<file path="config.mk">
export PLATFORM = sky130hd
export DESIGN_NAME = haar_feature_rectangle_generator_core
export DESIGN_NICKNAME = d
export VERILOG_FILES = /design/src/design/hfrg_pkg.sv /design/src/design/hfrg_pipe.sv /design/src/design/haar_feature_rectangle_generator_core.sv
export SDC_FILE = /design/constraint.sdc
export NUM_CORES = 1
export LEC_CHECK = 0
export BUFFER_PORTS_ARGS = -buffer_cell sky130_fd_sc_hd__buf_2
export CAP_MARGIN = 20
export CELL_PAD_IN_SITES_DETAIL_PLACEMENT = 1
export CELL_PAD_IN_SITES_GLOBAL_PLACEMENT = 2
export CORE_UTILIZATION = 41
export CTS_BUF_LIST = sky130_fd_sc_hd__clkbuf_4 sky130_fd_sc_hd__clkbuf_8
export CTS_CLUSTER_DIAMETER = 80
export CTS_CLUSTER_SIZE = 8
export DETAILED_ROUTE_END_ITERATION = 7
export MAX_ROUTING_LAYER = met4
export PLACE_DENSITY = 0.9
export SLEW_MARGIN = 20
export SYNTH_ARGS = -nofsm -noshare
export SYNTH_HDL_FRONTEND = slang
export SYNTH_HIERARCHICAL = 1
export SYNTH_SLANG_ARGS = --single-unit
</file>
<file path="constraint.sdc">
create_clock -name i_clk -period 12.6 [get_ports i_clk]
set_input_delay 0.63 -clock i_clk [delete_from_list [all_inputs] [get_ports i_clk]]
set_output_delay 0.63 -clock i_clk [all_outputs]
set_load 0.05 [all_outputs]
</file>
<file path="src/design/hfrg_pkg.sv">
`timescale 1ns / 1ps
// Shared types, codes and helper functions for the Haar feature rectangle generator.
// No dependencies; imported by hfrg_pipe and haar_feature_rectangle_generator_core.
package hfrg_pkg;

    // Largest accepted feature side before flip.
    localparam int MAX_SIDE = 64;

    // Rectangles per feature at most.
    localparam int NUM_RECT = 4;

    // Template types.
    localparam logic [3:0] FT_FULL    = 4'd0;
    localparam logic [3:0] FT_DIAG_A  = 4'd1;
    localparam logic [3:0] FT_DIAG_B  = 4'd2;
    localparam logic [3:0] FT_CHECKER = 4'd3;
    localparam logic [3:0] FT_CENTER  = 4'd4;
    localparam logic [3:0] FT_EDGE2   = 4'd5;
    localparam logic [3:0] FT_LINE3_C = 4'd6;
    localparam logic [3:0] FT_LINE3_S = 4'd7;
    localparam logic [3:0] FT_LINE4_C = 4'd8;
    localparam logic [3:0] FT_LINE4_S = 4'd9;
    localparam logic [3:0] FT_CROSS_A = 4'd10;
    localparam logic [3:0] FT_CROSS_B = 4'd11;

    // Configuration register indexes.
    localparam logic CFG_IMG_W = 1'b0;
    localparam logic CFG_IMG_H = 1'b1;

    localparam logic [6:0] IMG_W_RST = 7'd24;
    localparam logic [6:0] IMG_H_RST = 7'd24;

    // Rectangle weights.
    localparam logic signed [2:0] WT_ZERO = 3'sb000;
    localparam logic signed [2:0] WT_P1   = 3'sb001;
    localparam logic signed [2:0] WT_N1   = 3'sb111;
    localparam logic signed [2:0] WT_N2   = 3'sb110;
    localparam logic signed [2:0] WT_N3   = 3'sb101;
    localparam logic signed [2:0] WT_N4   = 3'sb100;

    typedef struct packed {
        logic signed [7:0] l;
        logic signed [7:0] r;
        logic signed [7:0] t;
        logic signed [7:0] b;
        logic signed [2:0] w;
    } t_rect;

    typedef struct packed {
        t_rect [NUM_RECT-1:0] rects;
        logic [1:0]           last_idx;
        logic                 valid;
        logic                 bad;
    } t_feat;

    function automatic logic [2:0] min_w(input logic [3:0] ft);
        logic [2:0] m;
        case (ft)
            FT_DIAG_A, FT_DIAG_B, FT_CHECKER: m = 3'd2;
            FT_CENTER, FT_CROSS_A, FT_CROSS_B: m = 3'd3;
            default: m = 3'd1;
        endcase
        return m;
    endfunction

    function automatic logic [2:0] min_h(input logic [3:0] ft);
        logic [2:0] m;
        case (ft)
            FT_DIAG_A, FT_DIAG_B, FT_CHECKER, FT_EDGE2: m = 3'd2;
            FT_CENTER, FT_LINE3_C, FT_LINE3_S, FT_CROSS_A, FT_CROSS_B: m = 3'd3;
            FT_LINE4_C, FT_LINE4_S: m = 3'd4;
            default: m = 3'd1;
        endcase
        return m;
    endfunction

    // Floor of x / 3 through the reciprocal 171 / 512, exact for x below 512.
    function automatic logic [6:0] div3(input logic [7:0] x);
        logic [15:0] p;
        p = 16'(x) * 16'd171;
        return p[15:9];
    endfunction

    function automatic logic signed [7:0] at(input logic [6:0] x);
        return $signed({1'b0, x});
    endfunction

    function automatic logic signed [7:0] am1(input logic [6:0] x);
        return $signed({1'b0, x}) - 8'sd1;
    endfunction

    function automatic t_rect mkr(input logic signed [7:0] l, input logic signed [7:0] r,
                                  input logic signed [7:0] t, input logic signed [7:0] b,
                                  input logic signed [2:0] w);
        t_rect x;
        x.l = l;
        x.r = r;
        x.t = t;
        x.b = b;
        x.w = w;
        return x;
    endfunction

    // Coordinates never go below -1; only the top end needs clamping.
    function automatic logic signed [7:0] sat(input logic signed [8:0] v);
        return (v > 9'sd127) ? 8'sd127 : v[7:0];
    endfunction

endpackage

</file>
<file path="src/design/hfrg_pipe.sv">
`timescale 1ns / 1ps
// Three-stage geometry pipeline: request decode and fractions, template build,
// then flip, placement and validity. Depends on hfrg_pkg.
module hfrg_pipe
    import hfrg_pkg::*;
(
    input  logic       i_clk,
    input  logic       i_rst_n,
    input  logic       i_valid,
    output logic       o_ready,
    input  logic [3:0] i_type,
    input  logic [6:0] i_fw,
    input  logic [6:0] i_fh,
    input  logic [5:0] i_top,
    input  logic [5:0] i_left,
    input  logic       i_flip,
    input  logic [6:0] i_img_w,
    input  logic [6:0] i_img_h,
    output logic       o_valid,
    input  logic       i_ready,
    output t_feat      o_feat
);

    logic en1, en2, en3;

    // Stage 1 registers.
    logic       r_v1;
    logic [3:0] r_type;
    logic [6:0] r_fw, r_fh;
    logic [5:0] r_top, r_left;
    logic       r_flip, r_bad;
    logic [6:0] r_w2, r_h2, r_w3a, r_w3b, r_h3a, r_h3b, r_w4a, r_w4b;
    logic [6:0] r_cl, r_cr, r_ct, r_cb;

    // Stage 2 registers.
    logic                 r_v2;
    t_rect [NUM_RECT-1:0] r_rects;
    logic [1:0]           r_last;
    logic [6:0]           r_fw2, r_fh2;
    logic [5:0]           r_top2, r_left2;
    logic                 r_flip2, r_bad2;

    // Stage 3 registers.
    logic  r_v3;
    t_feat r_feat;

    logic                 n_bad;
    logic [6:0]           n_w2, n_h2, n_w4b;
    logic [7:0]           n_ws, n_hs;
    t_rect [NUM_RECT-1:0] n_rects;
    logic [1:0]           n_last;
    t_feat                n_feat;

    assign en3     = !r_v3 || i_ready;
    assign en2     = !r_v2 || en3;
    assign en1     = !r_v1 || en2;
    assign o_ready = en1;
    assign o_valid = r_v3;
    assign o_feat  = r_feat;

    // Stage 1: reject check and the fractions of the sides.
    always_comb begin
        n_bad = (i_type > FT_CROSS_B) || (i_fw < 7'(min_w(i_type)))
             || (i_fh < 7'(min_h(i_type))) || ({2'b00, i_fw} > 9'(MAX_SIDE))
             || ({2'b00, i_fh} > 9'(MAX_SIDE));
        n_w2  = {1'b0, i_fw[6:1]};
        n_h2  = {1'b0, i_fh[6:1]};
        n_w4b = 7'(({2'b00, i_fw} + {1'b0, i_fw, 1'b0}) >> 2);
        n_ws  = {1'b0, i_fw} + {1'b0, n_w2};
        n_hs  = {1'b0, i_fh} + {1'b0, n_h2};
    end

    always_ff @(posedge i_clk) begin
        if (!i_rst_n) begin
            r_v1 <= 1'b0;
        end else if (en1) begin
            r_v1 <= i_valid;
        end
        if (en1 && i_valid) begin
            r_type <= i_type;
            r_fw   <= i_fw;
            r_fh   <= i_fh;
            r_top  <= i_top;
            r_left <= i_left;
            r_flip <= i_flip;
            r_bad  <= n_bad;
            r_w2   <= n_w2;
            r_h2   <= n_h2;
            r_w3a  <= div3({1'b0, i_fw});
            r_w3b  <= div3({i_fw, 1'b0});
            r_h3a  <= div3({1'b0, i_fh});
            r_h3b  <= div3({i_fh, 1'b0});
            r_w4a  <= {2'b00, i_fw[6:2]};
            r_w4b  <= n_w4b;
            r_cl   <= 7'((i_fw - n_w2) >> 1);
            r_cr   <= n_ws[7:1];
            r_ct   <= 7'((i_fh - n_h2) >> 1);
            r_cb   <= n_hs[7:1];
        end
    end

    // Stage 2: template rectangles in feature space, before flip.
    always_comb begin
        n_rects = '0;
        n_last  = 2'd1;
        case (r_type)
            FT_FULL: begin
                n_rects[0] = mkr(8'sd0, am1(r_fw), 8'sd0, am1(r_fh), WT_P1);
                n_last     = 2'd0;
            end
            FT_DIAG_A: begin
                n_rects[0] = mkr(8'sd0, am1(r_w2), 8'sd0, am1(r_h2), WT_P1);
                n_rects[1] = mkr(at(r_w2), am1(r_fw), at(r_h2), am1(r_fh), WT_N1);
            end
            FT_DIAG_B: begin
                n_rects[0] = mkr(at(r_w2), am1(r_fw), 8'sd0, am1(r_h2), WT_P1);
                n_rects[1] = mkr(8'sd0, am1(r_w2), at(r_h2), am1(r_fh), WT_N1);
            end
            FT_CHECKER: begin
                n_rects[0] = mkr(8'sd0, am1(r_w2), 8'sd0, am1(r_h2), WT_P1);
                n_rects[1] = mkr(at(r_w2), am1(r_fw), 8'sd0, am1(r_h2), WT_N1);
                n_rects[2] = mkr(at(r_w2), am1(r_fw), at(r_h2), am1(r_fh), WT_P1);
                n_rects[3] = mkr(8'sd0, am1(r_w2), at(r_h2), am1(r_fh), WT_N1);
                n_last     = 2'd3;
            end
            FT_CENTER: begin
                n_rects[0] = mkr(8'sd0, am1(r_fw), 8'sd0, am1(r_fh), WT_P1);
                n_rects[1] = mkr(at(r_cl), am1(r_cr), at(r_ct), am1(r_cb), WT_N4);
            end
            FT_EDGE2: begin
                n_rects[0] = mkr(8'sd0, am1(r_w2), 8'sd0, am1(r_fh), WT_P1);
                n_rects[1] = mkr(at(r_w2), am1(r_fw), 8'sd0, am1(r_fh), WT_N1);
            end
            FT_LINE3_C: begin
                n_rects[0] = mkr(8'sd0, am1(r_fw), 8'sd0, am1(r_fh), WT_P1);
                n_rects[1] = mkr(at(r_w3a), am1(r_w3b), 8'sd0, am1(r_fh), WT_N3);
            end
            FT_LINE3_S: begin
                n_rects[0] = mkr(8'sd0, am1(r_w3a), 8'sd0, am1(r_fh), WT_P1);
                n_rects[1] = mkr(at(r_w3b), am1(r_fw), 8'sd0, am1(r_fh), WT_N1);
            end
            FT_LINE4_C: begin
                n_rects[0] = mkr(8'sd0, am1(r_fw), 8'sd0, am1(r_fh), WT_P1);
                n_rects[1] = mkr(at(r_w4a), am1(r_w4b), 8'sd0, am1(r_fh), WT_N2);
            end
            FT_LINE4_S: begin
                n_rects[0] = mkr(8'sd0, am1(r_w4a), 8'sd0, am1(r_fh), WT_P1);
                n_rects[1] = mkr(at(r_w4b), am1(r_fw), 8'sd0, am1(r_fh), WT_N1);
            end
            FT_CROSS_A: begin
                n_rects[0] = mkr(8'sd0, am1(r_w3a), at(r_h3a), am1(r_h3b), WT_P1);
                n_rects[1] = mkr(at(r_w3a), am1(r_w3b), at(r_h3b), am1(r_fh), WT_N1);
                n_rects[2] = mkr(at(r_w3a), am1(r_w3b), 8'sd0, am1(r_h3a), WT_P1);
                n_rects[3] = mkr(at(r_w3b), am1(r_fw), at(r_h3a), am1(r_h3b), WT_N1);
                n_last     = 2'd3;
            end
            default: begin
                n_rects[0] = mkr(at(r_w3a), am1(r_w3b), 8'sd0, am1(r_h3a), WT_P1);
                n_rects[1] = mkr(8'sd0, am1(r_w3a), at(r_h3a), am1(r_h3b), WT_N1);
                n_rects[2] = mkr(at(r_w3b), am1(r_fw), at(r_h3a), am1(r_h3b), WT_P1);
                n_rects[3] = mkr(at(r_w3a), am1(r_w3b), at(r_h3b), am1(r_fh), WT_N1);
                n_last     = 2'd3;
            end
        endcase
    end

    always_ff @(posedge i_clk) begin
        if (!i_rst_n) begin
            r_v2 <= 1'b0;
        end else if (en2) begin
            r_v2 <= r_v1;
        end
        if (en2 && r_v1) begin
            r_rects <= n_rects;
            r_last  <= n_last;
            r_fw2   <= r_fw;
            r_fh2   <= r_fh;
            r_top2  <= r_top;
            r_left2 <= r_left;
            r_flip2 <= r_flip;
            r_bad2  <= r_bad;
        end
    end

    // Stage 3: flip, move to the requested corner and judge validity.
    // Every template touches row 0 and column 0 and spans the full width and
    // height, so the bounding box is the feature itself.
    always_comb begin
        logic              box_ok;
        logic              all_ne;
        logic signed [7:0] cl, cr, ct, cb;
        logic signed [8:0] ox, oy;
        n_feat          = '0;
        n_feat.last_idx = r_last;
        ox     = $signed({3'b000, r_left2});
        oy     = $signed({3'b000, r_top2});
        box_ok = ((8'(r_left2) + 8'(r_flip2 ? r_fh2 : r_fw2)) <= 8'(i_img_w))
              && ((8'(r_top2) + 8'(r_flip2 ? r_fw2 : r_fh2)) <= 8'(i_img_h));
        all_ne = 1'b1;
        for (int i = 0; i < NUM_RECT; i++) begin
            cl = r_flip2 ? r_rects[i].t : r_rects[i].l;
            cr = r_flip2 ? r_rects[i].b : r_rects[i].r;
            ct = r_flip2 ? r_rects[i].l : r_rects[i].t;
            cb = r_flip2 ? r_rects[i].r : r_rects[i].b;
            if ((2'(i) <= r_last) && ((cl > cr) || (ct > cb))) begin
                all_ne = 1'b0;
            end
            n_feat.rects[i].l = sat(ox + {cl[7], cl});
            n_feat.rects[i].r = sat(ox + {cr[7], cr});
            n_feat.rects[i].t = sat(oy + {ct[7], ct});
            n_feat.rects[i].b = sat(oy + {cb[7], cb});
            n_feat.rects[i].w = r_rects[i].w;
        end
        n_feat.valid = box_ok && all_ne;
        if (r_bad2) begin
            n_feat            = '0;
            n_feat.bad        = 1'b1;
            n_feat.rects[0].w = WT_ZERO;
        end
    end

    always_ff @(posedge i_clk) begin
        if (!i_rst_n) begin
            r_v3 <= 1'b0;
        end else if (en3) begin
            r_v3 <= r_v2;
        end
        if (en3 && r_v2) begin
            r_feat <= n_feat;
        end
    end

endmodule

</file>
<file path="src/design/haar_feature_rectangle_generator_core.sv">
`timescale 1ns / 1ps
// Top level of the Haar feature rectangle generator: stream ports, configuration
// registers and the rectangle output register. Depends on hfrg_pkg and hfrg_pipe.
//
// A request beat enters a three-stage pipeline (decode, template build, placement)
// and comes out as one, two or four rectangle beats, the last one marked by tlast.
// The output register sends one rectangle beat per cycle while the sink is ready, so
// a request occupies the output for one beat per rectangle: one for a rejected request
// or the full-box template, two for most templates, four for the checker and cross
// templates. Requests are taken every cycle while the pipeline has room; the first
// rectangle reaches the output after its request has passed the stage 1, 2 and 3
// registers and the output register. Image size writes on the configuration port
// take effect on requests placed after them.
module haar_feature_rectangle_generator_core
    import hfrg_pkg::*;
(
    input  logic        i_clk,
    input  logic        i_rst_n,
    // Request stream.
    input  logic        s_axis_tvalid,
    output logic        s_axis_tready,
    // [3:0] feature_type, [10:4] feature_width, [17:11] feature_height,
    // [23:18] pos_top, [29:24] pos_left, [30] flip_diag, [31] zero.
    input  logic [31:0] s_axis_tdata,
    // Rectangle stream.
    output logic        m_axis_tvalid,
    input  logic        m_axis_tready,
    // [7:0] rect_left, [15:8] rect_right, [23:16] rect_top, [31:24] rect_bottom,
    // [34:32] rect_weight, [39:35] zero.
    output logic [39:0] m_axis_tdata,
    // [0] feature_valid, [1] bad_request.
    output logic [1:0]  m_axis_tuser,
    output logic        m_axis_tlast,
    // Configuration writes.
    input  logic        i_cfg_we,
    input  logic        i_cfg_addr,
    input  logic [6:0]  i_cfg_wdata
);

    logic [6:0] r_img_w, r_img_h;
    logic       pipe_valid, pipe_take;
    t_feat      pipe_feat;

    logic       r_ov;
    t_feat      r_q;
    logic [1:0] r_cnt;
    logic       beat, last;
    t_rect      cur;

    always_ff @(posedge i_clk) begin
        if (!i_rst_n) begin
            r_img_w <= IMG_W_RST;
            r_img_h <= IMG_H_RST;
        end else if (i_cfg_we) begin
            case (i_cfg_addr)
                CFG_IMG_W: r_img_w <= i_cfg_wdata;
                CFG_IMG_H: r_img_h <= i_cfg_wdata;
                default: ;
            endcase
        end
    end

    hfrg_pipe u_pipe (
        .i_clk   (i_clk),
        .i_rst_n (i_rst_n),
        .i_valid (s_axis_tvalid),
        .o_ready (s_axis_tready),
        .i_type  (s_axis_tdata[3:0]),
        .i_fw    (s_axis_tdata[10:4]),
        .i_fh    (s_axis_tdata[17:11]),
        .i_top   (s_axis_tdata[23:18]),
        .i_left  (s_axis_tdata[29:24]),
        .i_flip  (s_axis_tdata[30]),
        .i_img_w (r_img_w),
        .i_img_h (r_img_h),
        .o_valid (pipe_valid),
        .i_ready (pipe_take),
        .o_feat  (pipe_feat)
    );

    assign beat = r_ov && m_axis_tready;
    assign last = (r_cnt == r_q.last_idx);
    // Loads a new feature when the output is empty or the last rectangle leaves.
    assign pipe_take = !r_ov || (beat && last);

    always_ff @(posedge i_clk) begin
        if (!i_rst_n) begin
            r_ov  <= 1'b0;
            r_cnt <= 2'd0;
        end else if (pipe_take) begin
            r_ov  <= pipe_valid;
            r_cnt <= 2'd0;
        end else if (beat) begin
            r_cnt <= r_cnt + 2'd1;
        end
        if (pipe_take && pipe_valid) begin
            r_q <= pipe_feat;
        end
    end

    assign cur           = r_q.rects[r_cnt];
    assign m_axis_tvalid = r_ov;
    assign m_axis_tdata  = {5'b00000, cur.w, cur.b, cur.t, cur.r, cur.l};
    assign m_axis_tuser  = {r_q.bad, r_q.valid};
    assign m_axis_tlast  = last;

    a_cnt_range: assert property (@(posedge i_clk) disable iff (!i_rst_n)
        r_ov |-> (r_cnt <= r_q.last_idx))
        else $error("rectangle index beyond feature end");

    a_bad_single: assert property (@(posedge i_clk) disable iff (!i_rst_n)
        (r_ov && r_q.bad) |-> ((r_q.last_idx == 2'd0) && !r_q.valid))
        else $error("rejected request not a single invalid beat");

    a_advance: assert property (@(posedge i_clk) disable iff (!i_rst_n)
        (beat && !last) |=> (r_ov && (r_cnt == $past(r_cnt) + 2'd1)))
        else $error("rectangle sequence did not advance");

    a_hold: assert property (@(posedge i_clk) disable iff (!i_rst_n)
        (r_ov && !m_axis_tready) |=> (r_ov && $stable(r_cnt)))
        else $error("output state changed during stall");

endmodule

</file>
==> Yosys cells after proc, flatten, opt, wreduce, memory -nomap -nowiden <==
Memories as Yosys holds them, arrays and structs flattened.
Cells that the tools add are included.
{ "totals": {"ff_bits": 586, "latchBits": 0, "ram_bits": 0, "romBits": 48, "input_bits": 45, "out_inout_bits": 45, "n_memories": 1} }
{ "op_classes": {"add_sub_neg": 36, "multipliers": 4, "div": 0, "n_lt_le_gt_ge": 36, "n_eq_ne": 17, "shift": 0, "n_mux": 46, "bitwise": 2, "n_reduce_logical": 54} }
{ "mem_list": {"columns": ["memory", "depth", "word_bits", "read_ports", "rd_ports_with_merged_regs", "write_ports", "line_no", "rtl"], "rows": [
  ["(no name shown)", 16, 3, 1, 0, 0, "hfrg_pkg.sv:68", "case (ft)"]
]} }
{ "ops": {"columns": ["op", "count"], "rows": [
  ["34-bit one-hot mux with 11 select lines", 1],
  ["33-bit one-hot mux with 7 select lines", 1],
  ["69-bit one-hot mux with 3 select lines", 1],
  ["7-bit by 8-bit adder with 9-bit output", 17],
  ["9-bit by 8-bit greater-than comparator with 1-bit output, second input constant", 16],
  ["8-bit two-way mux", 16],
  ["7-bit two-way mux", 18],
  ["35-bit binary-select mux with 2-bit select", 1],
  ["8-bit greater-than comparator", 8],
  ["7-bit by 8-bit multiplier with 15-bit output, second input constant", 4],
  ["7-bit by 1-bit subtractor with 8-bit output, second input constant", 7],
  ["2-bit OR reduction", 18],
  ["35-bit two-way mux", 1],
  ["6-bit by 1-bit subtractor with 7-bit output, second input constant", 4],
  ["4-bit by 3-bit == test with 1-bit output, second input constant", 5],
  ["4-bit == test, second input constant", 5],
  ["6-bit by 8-bit adder with 8-bit output", 2],
  ["7-bit by 6-bit adder with 8-bit output", 2],
  ["4-bit by 2-bit == test with 1-bit output, second input constant", 4],
  ["8-bit by 7-bit less-or-equal comparator with 1-bit output", 2],
  ["7-bit greater-than comparator, second input constant", 2],
  ["7-bit by 6-bit subtractor with 7-bit output", 2],
  ["1-bit logical AND", 12],
  ["1-bit logical OR", 12],
  ["other kinds (20)", 34]
]} }

==> Logic depth before layout (Yosys ltp) <==
{ "depth": {"word_depth": 9, "depth_mapped": 21, "depth_no_buf": 17} }

==> By module <==
The synthesis kept the hierarchy.
{ "by_module_without_submodules": {"columns": ["mod", "instances", "cells_each", "area_per_inst_um2", "seq_area_each_um2"], "rows": [
  ["hfrg_pipe", 1, 2365, 25563.3, 10810.4],
  ["haar_feature_rectangle_generator_core", 1, 277, 5908.2, 4664.5]
]} }

==> Worst setup path before layout <==
OpenSTA, ideal clock, no wires.
{ "synth_timing": {"kind": "flip-flop to flip-flop", "start": "reg r_cnt[0]", "end": "reg u_pipe.r_bad2, enable pin", "setup_ps": 892, "arrival_time_ps": 11856, "slack_ps": -148, "stages_incl_launch_ff": 7, "n_path_buf": 1, "cell_sequence": "dfxtp_1 -> buf_6 -> xnor2_1 -> a31oi_1 -> inv_1 -> nor2b_1 -> a21boi_0"} }
{ "synth_via": {"elab_chain_cells": 6} }
{ "synth_lines": {"columns": ["element", "line_no", "rtl"], "rows": [
  ["from (decl)", "haar_feature_rectangle_generator_core.sv:46", "logic [1:0] r_cnt;"],
  ["from (signal assigned)", "haar_feature_rectangle_generator_core.sv:94", "r_cnt <= r_cnt + 2'd1;"],
  ["2-bit == test", "haar_feature_rectangle_generator_core.sv:82", "assign last = (r_cnt == r_q.last_idx);"],
  ["1-bit logical AND", "haar_feature_rectangle_generator_core.sv:84", "assign pipe_take = !r_ov || (beat && last);"],
  ["1-bit logical OR", "haar_feature_rectangle_generator_core.sv:84", null],
  ["named net pipe_take", "haar_feature_rectangle_generator_core.sv:41", "logic pipe_valid, pipe_take;"],
  ["1-bit logical OR", "hfrg_pipe.sv:54", "assign en3 = !r_v3 || i_ready;"],
  ["1-bit logical OR", "hfrg_pipe.sv:55", "assign en2 = !r_v2 || en3;"],
  ["1-bit logical AND", "hfrg_pipe.sv:173", "if (en2 && r_v1) begin"],
  ["to (signal assigned)", "hfrg_pipe.sv:181", "r_bad2 <= r_bad;"],
  ["to (decl)", "hfrg_pipe.sv:41", "logic r_flip2, r_bad2;"]
]} }
The timed path passes the listed nets, and every way through them passes these cells.
A chain may end at the register's enable or synchronous reset.

==> Final worst setup path <==
{ "layout_timing": {"start": "reg u_pipe.r_flip2", "end": "reg u_pipe.r_feat, in the netlist u_pipe/o_feat[1] (data pin)"} }
{ "layout_via": {"elab_chain_cells": 9, "word_cells_on_any_way": 44, "cone_classes": "2 x add/sub; 10 x order compare; 22 x mux; 10 x reduce/logical"} }
{ "layout_lines": {"columns": ["element", "line_no", "rtl"], "rows": [
  ["from (decl)", "hfrg_pipe.sv:41", null],
  ["from (signal assigned)", "hfrg_pipe.sv:180", "r_flip2 <= r_flip;"],
  ["branches (longest 8 deep; another with 6-bit by 8-bit adder with 8-bit output)", null, null],
  ["1-bit logical AND (*)", "hfrg_pipe.sv:214", "n_feat.valid = box_ok && all_ne;"],
  ["to (signal assigned)", "hfrg_pipe.sv:229", "r_feat <= n_feat;"],
  ["to (decl)", "hfrg_pipe.sv:45", "t_feat r_feat;"]
]} }
Mark *: on every way between the ends.

==> flow_summary_export.csv <==
group,metric,value,unit
critical_path,path_class,"register to register",
floorplan,core-area,75900,um2
route,postRouteAntennaNets,0,
place,gp_congestion,0.943,
layout,largest_reg_flops,142,
grt,grt_pass1_wl,142,mm
clock_tree,numCtsBuffers,76,
job,drv_cap,0,
grt,grt_antenna_before_repair,2,
grt,grt_start_max_net_pins,133,
timing,fin_tns_setup,0,ns
logic_synthesis,synth_area_per_cell,11.9,um2
critical_path,crit_required,13.08,ns
logic_synthesis,ys_seq_area_share,49.2,%
logic_synthesis,synth_area_leader_cell,"edfxtp_1",
power_and_ir_drop,seq_power_share,49.9,%
timing,skew,0.0335,ns
route,wirelength,95.3,mm
grt,grt_pass1_vias,22981,
timing,finalCriticalPeriod,4.38,ns
grt,grtUsageMet2,42.5,%
clock_tree,cts_tree,"yes",
layout,multi_input_area,14800,um2
critical_path,worstSetupStartpointType,"register",
power_and_ir_drop,pwr_density_cell,128,nW/um2
floorplan,num_rows,101,
logic_synthesis,synth_warnings,6,
route,drt_iter0_drc,1346,
timing,post-route-period-util,34.7,%
critical_path,critPathTopFamily,"compound AO/OA/AOI/OAI gates",
clock_tree,ctsResizeCount,0,
critical_path,timing.rr.end,"u_pipe/o_feat[1]$_SDFFCE_PP0P_",
power_and_ir_drop,p_int,3.00,mW
power_and_ir_drop,power,4.38,mW
route,viasPerCell,5.74,
timing,rsz0062_at_grt,"false",
critical_path,slowest_stage,"mux2i_1",
route,drt_pass1_iterations,7,
timing,tightest_slew,1.21,ns
min_path,hp-class,"input pin to register",
power_and_ir_drop,switching_share,31.6,%
logic_synthesis,ys_ff_latch,522,
power_and_ir_drop,pwr-share-clk,28.4,%
layout,fin_nets,3117,
floorplan,die_y,279,um
critical_path,r2r_cells,14,
clock_tree,htreeDepth,3,
critical_path,slowest_delay,0.51,ns
timing,max_freq,229,MHz
place,io_buffers,83,
power_and_ir_drop,p_comb_share,21.7,%
grt,grt_use_total,25.3,%
floorplan,ios,90,
grt,use_met3,2.95,%
logic_synthesis,yosys.area.top_type_share,47.9,%
logic_synthesis,synth_area_leaders,"edfxtp_1 (48%), ha_1 (12%), a21oi_1 (3.2%)",
floorplan,dieWidth,279,um
grt,gr-max-usage-layer,"met2",
timing,setup_viol,0,
clock_tree,clock_latency,0.68,ns
power_and_ir_drop,p_leak,13.8,nW
layout,syn_to_final_growth,8.60,%
critical_path,ff2ff_setup_slack,8.22,ns
clock_tree,cts_hold_buf,0,
logic_synthesis,synthArstFlopShare,0,%
clock_tree,cts_root_buf,"clkbuf_8",
run_status,run_status,"finished clean",
critical_path,path_cells,"buf_12 > mux2i_1 > inv_1 > ha_1 > a21o_1 > a21oi_1 > o21ai_0 > a21oi_1 > xnor2_1 > ha_1 > nand4_1 > o22a_1 > a211o_1 > a211oi_2",
logic_synthesis,ys.flop_type,"edfxtp_1",
layout,fin_cells,3790,
clock_tree,postCtsSetupBuffers,0,
grt,overflow,0,
timing,fin_ws,8.22,ns
layout,drive_gt1_share,12.5,%
layout,seqCellArea,15500,um2
layout,nFillCells,8051,
power_and_ir_drop,ir_drop,0.0654,mV
grt,grt_use_met1,30.8,%
timing,final_max_slew_viol_count,0,
critical_path,worst-path-max-fanout,132,
logic_synthesis,synth_area,31500,um2
place,dp_hpwl,74.0,mm
clock_tree,clockBufferDepth,3,
layout,finish.utilization,45.0,%
logic_synthesis,synthesis.instances,2642,
min_path,hold_path_depth,1,
critical_path,path_buf_inv,2,
critical_path,crit_arrival,4.86,ns
timing,slew_headroom,19.0,%
power_and_ir_drop,p_switching,1.38,mW
clock_tree,clock-sinks,522,
place,dp.cells,3689,
min_path,min_from,"s_axis_tdata[18]",
min_path,min_to,"u_pipe/r_top[0]$_DFFE_PP_",
logic_synthesis,synth.distinct_cells,89,
floorplan,initial_core_util,41.4,%
route,routedWlPerCell,25.2,um
route,vias,21762,
place,dp_slack,7.72,ns
floorplan,dieArea,77900,um2
route,route.detailed.drc,0,
timing,final_hold_viol_count,0,
logic_synthesis,synth_edf_count,502,
critical_path,crit_path_end_kind,"register",
clock_tree,cts.clk_slew.worst_paths,0.06,ns
critical_path,worstReg2RegStart,"u_pipe/r_flip2$_DFFE_PP_",
layout,regMostFlops,"r_q",
==> cell usage in the layout (no fill, tap or decap), drive strengths merged, types with 13 or more instances in the layout <==
cell type / count
xor2: 70
nand2: 163
a21o: 58
mux4: 35
mux2: 63
nor2b: 43
ha: 293
o22ai: 32
o21a: 21
nand2b: 16
o21ai: 104
mux2i: 76
conb: 17
nor3: 46
clkbuf: 92
xnor2: 89
inv: 221
a211oi: 13
dfxtp: 20
fa: 42
a21boi: 14
nand3: 46
o21bai: 23
buf: 104
edfxtp: 502
nor2: 141
a21oi: 201
==> power by group through the flow <==
| stage | clock [mW] | combinational [mW] | sequential (mW) |
|---|---|---|---|
| global placement | 0 | 0.900 | 2.21 |
| floorplan | 0 | 0.680 | 2.13 |
| detailed placement | 0 | 0.940 | 2.22 |
| CTS | 1.28 | 0.946 | 2.18 |
| finish | 1.24 | 0.951 | 2.18 |
| global route | 1.34 | 1.04 | 2.19 |
==> area by class of cell <==
type                    count  area share [%]
diodes                      1         0.00732
clock buffers              92            3.41
clock inverters             8           0.234
inverters                 217            2.38
multi-input cells        1816            43.2
flip-flops and latches    522            45.3
well taps                1030            3.77
repair buffers            104            1.71
==> kinds of logic after synthesis <==
family / Yosys count / synth area share, %
AO/OA/AOI/OAI: 593 / 12.4
AND/OR/NAND/NOR: 538 / 8.21
flip-flops: 522 / 49.2
adder cells (fa/ha/maj): 335 / 14.3
buffers and inverters: 319 / 4.28
multiplexers: 174 / 7.19
XOR/XNOR: 159 / 4.42
other: 2 / 0.0239
==> stage by stage <==
stage / area [um2] / hold WS (ns)
3_3_place_gp: 32900 / 0.401
2_1_floorplan: 31500 / 0.400
3_5_place_dp: 32900 / 0.406
6_report: 34200 / 0.121
4_1_cts: 34200 / 0.0695
5_1_grt: 34200 / 0.0960
==> synthesized netlist by cell type (all sizes together) (43+ instances only) <==
cell	n
a21o	58
a21oi	201
buf	57
clkbuf	45
edfxtp	502
ha	293
inv	217
mux2	63
mux2i	76
nand2	163
nand3	46
nor2	141
nor2b	43
nor3	46
o21ai	104
xnor2	89
xor2	70
==> layer usage <==
layer / part of all wire, % / vias up
li1: - / 9929
met4: 4.4 / 0
met5: 0 / -
met1: 42 / 10977
met3: 4.3 / 217
met2: 49 / 639
==> worst max path at each step <==
stage                                        start                              to  slack (ns)  depth (start not counted)
after global routing      u_pipe/r_flip2$_DFFE_PP_  u_pipe/o_feat[1]$_SDFFCE_PP0P_        7.98                         17
after floorplan              r_cnt[0]$_SDFFE_PP0P_         u_pipe/r_bad2$_DFFE_PP_        3.84                          6
after global placement            s_axis_tdata[16]       u_pipe/r_h3b[6]$_DFFE_PP_        7.82                         15
final                     u_pipe/r_flip2$_DFFE_PP_  u_pipe/o_feat[1]$_SDFFCE_PP0P_        8.22                         14
after detailed placement           s_axis_tdata[9]       u_pipe/r_w3b[5]$_DFFE_PP_        7.72                         15
after CTS                 u_pipe/r_flip2$_DFFE_PP_  u_pipe/o_feat[1]$_SDFFCE_PP0P_        8.24                         14
Power figures use the tool's default switching activity.
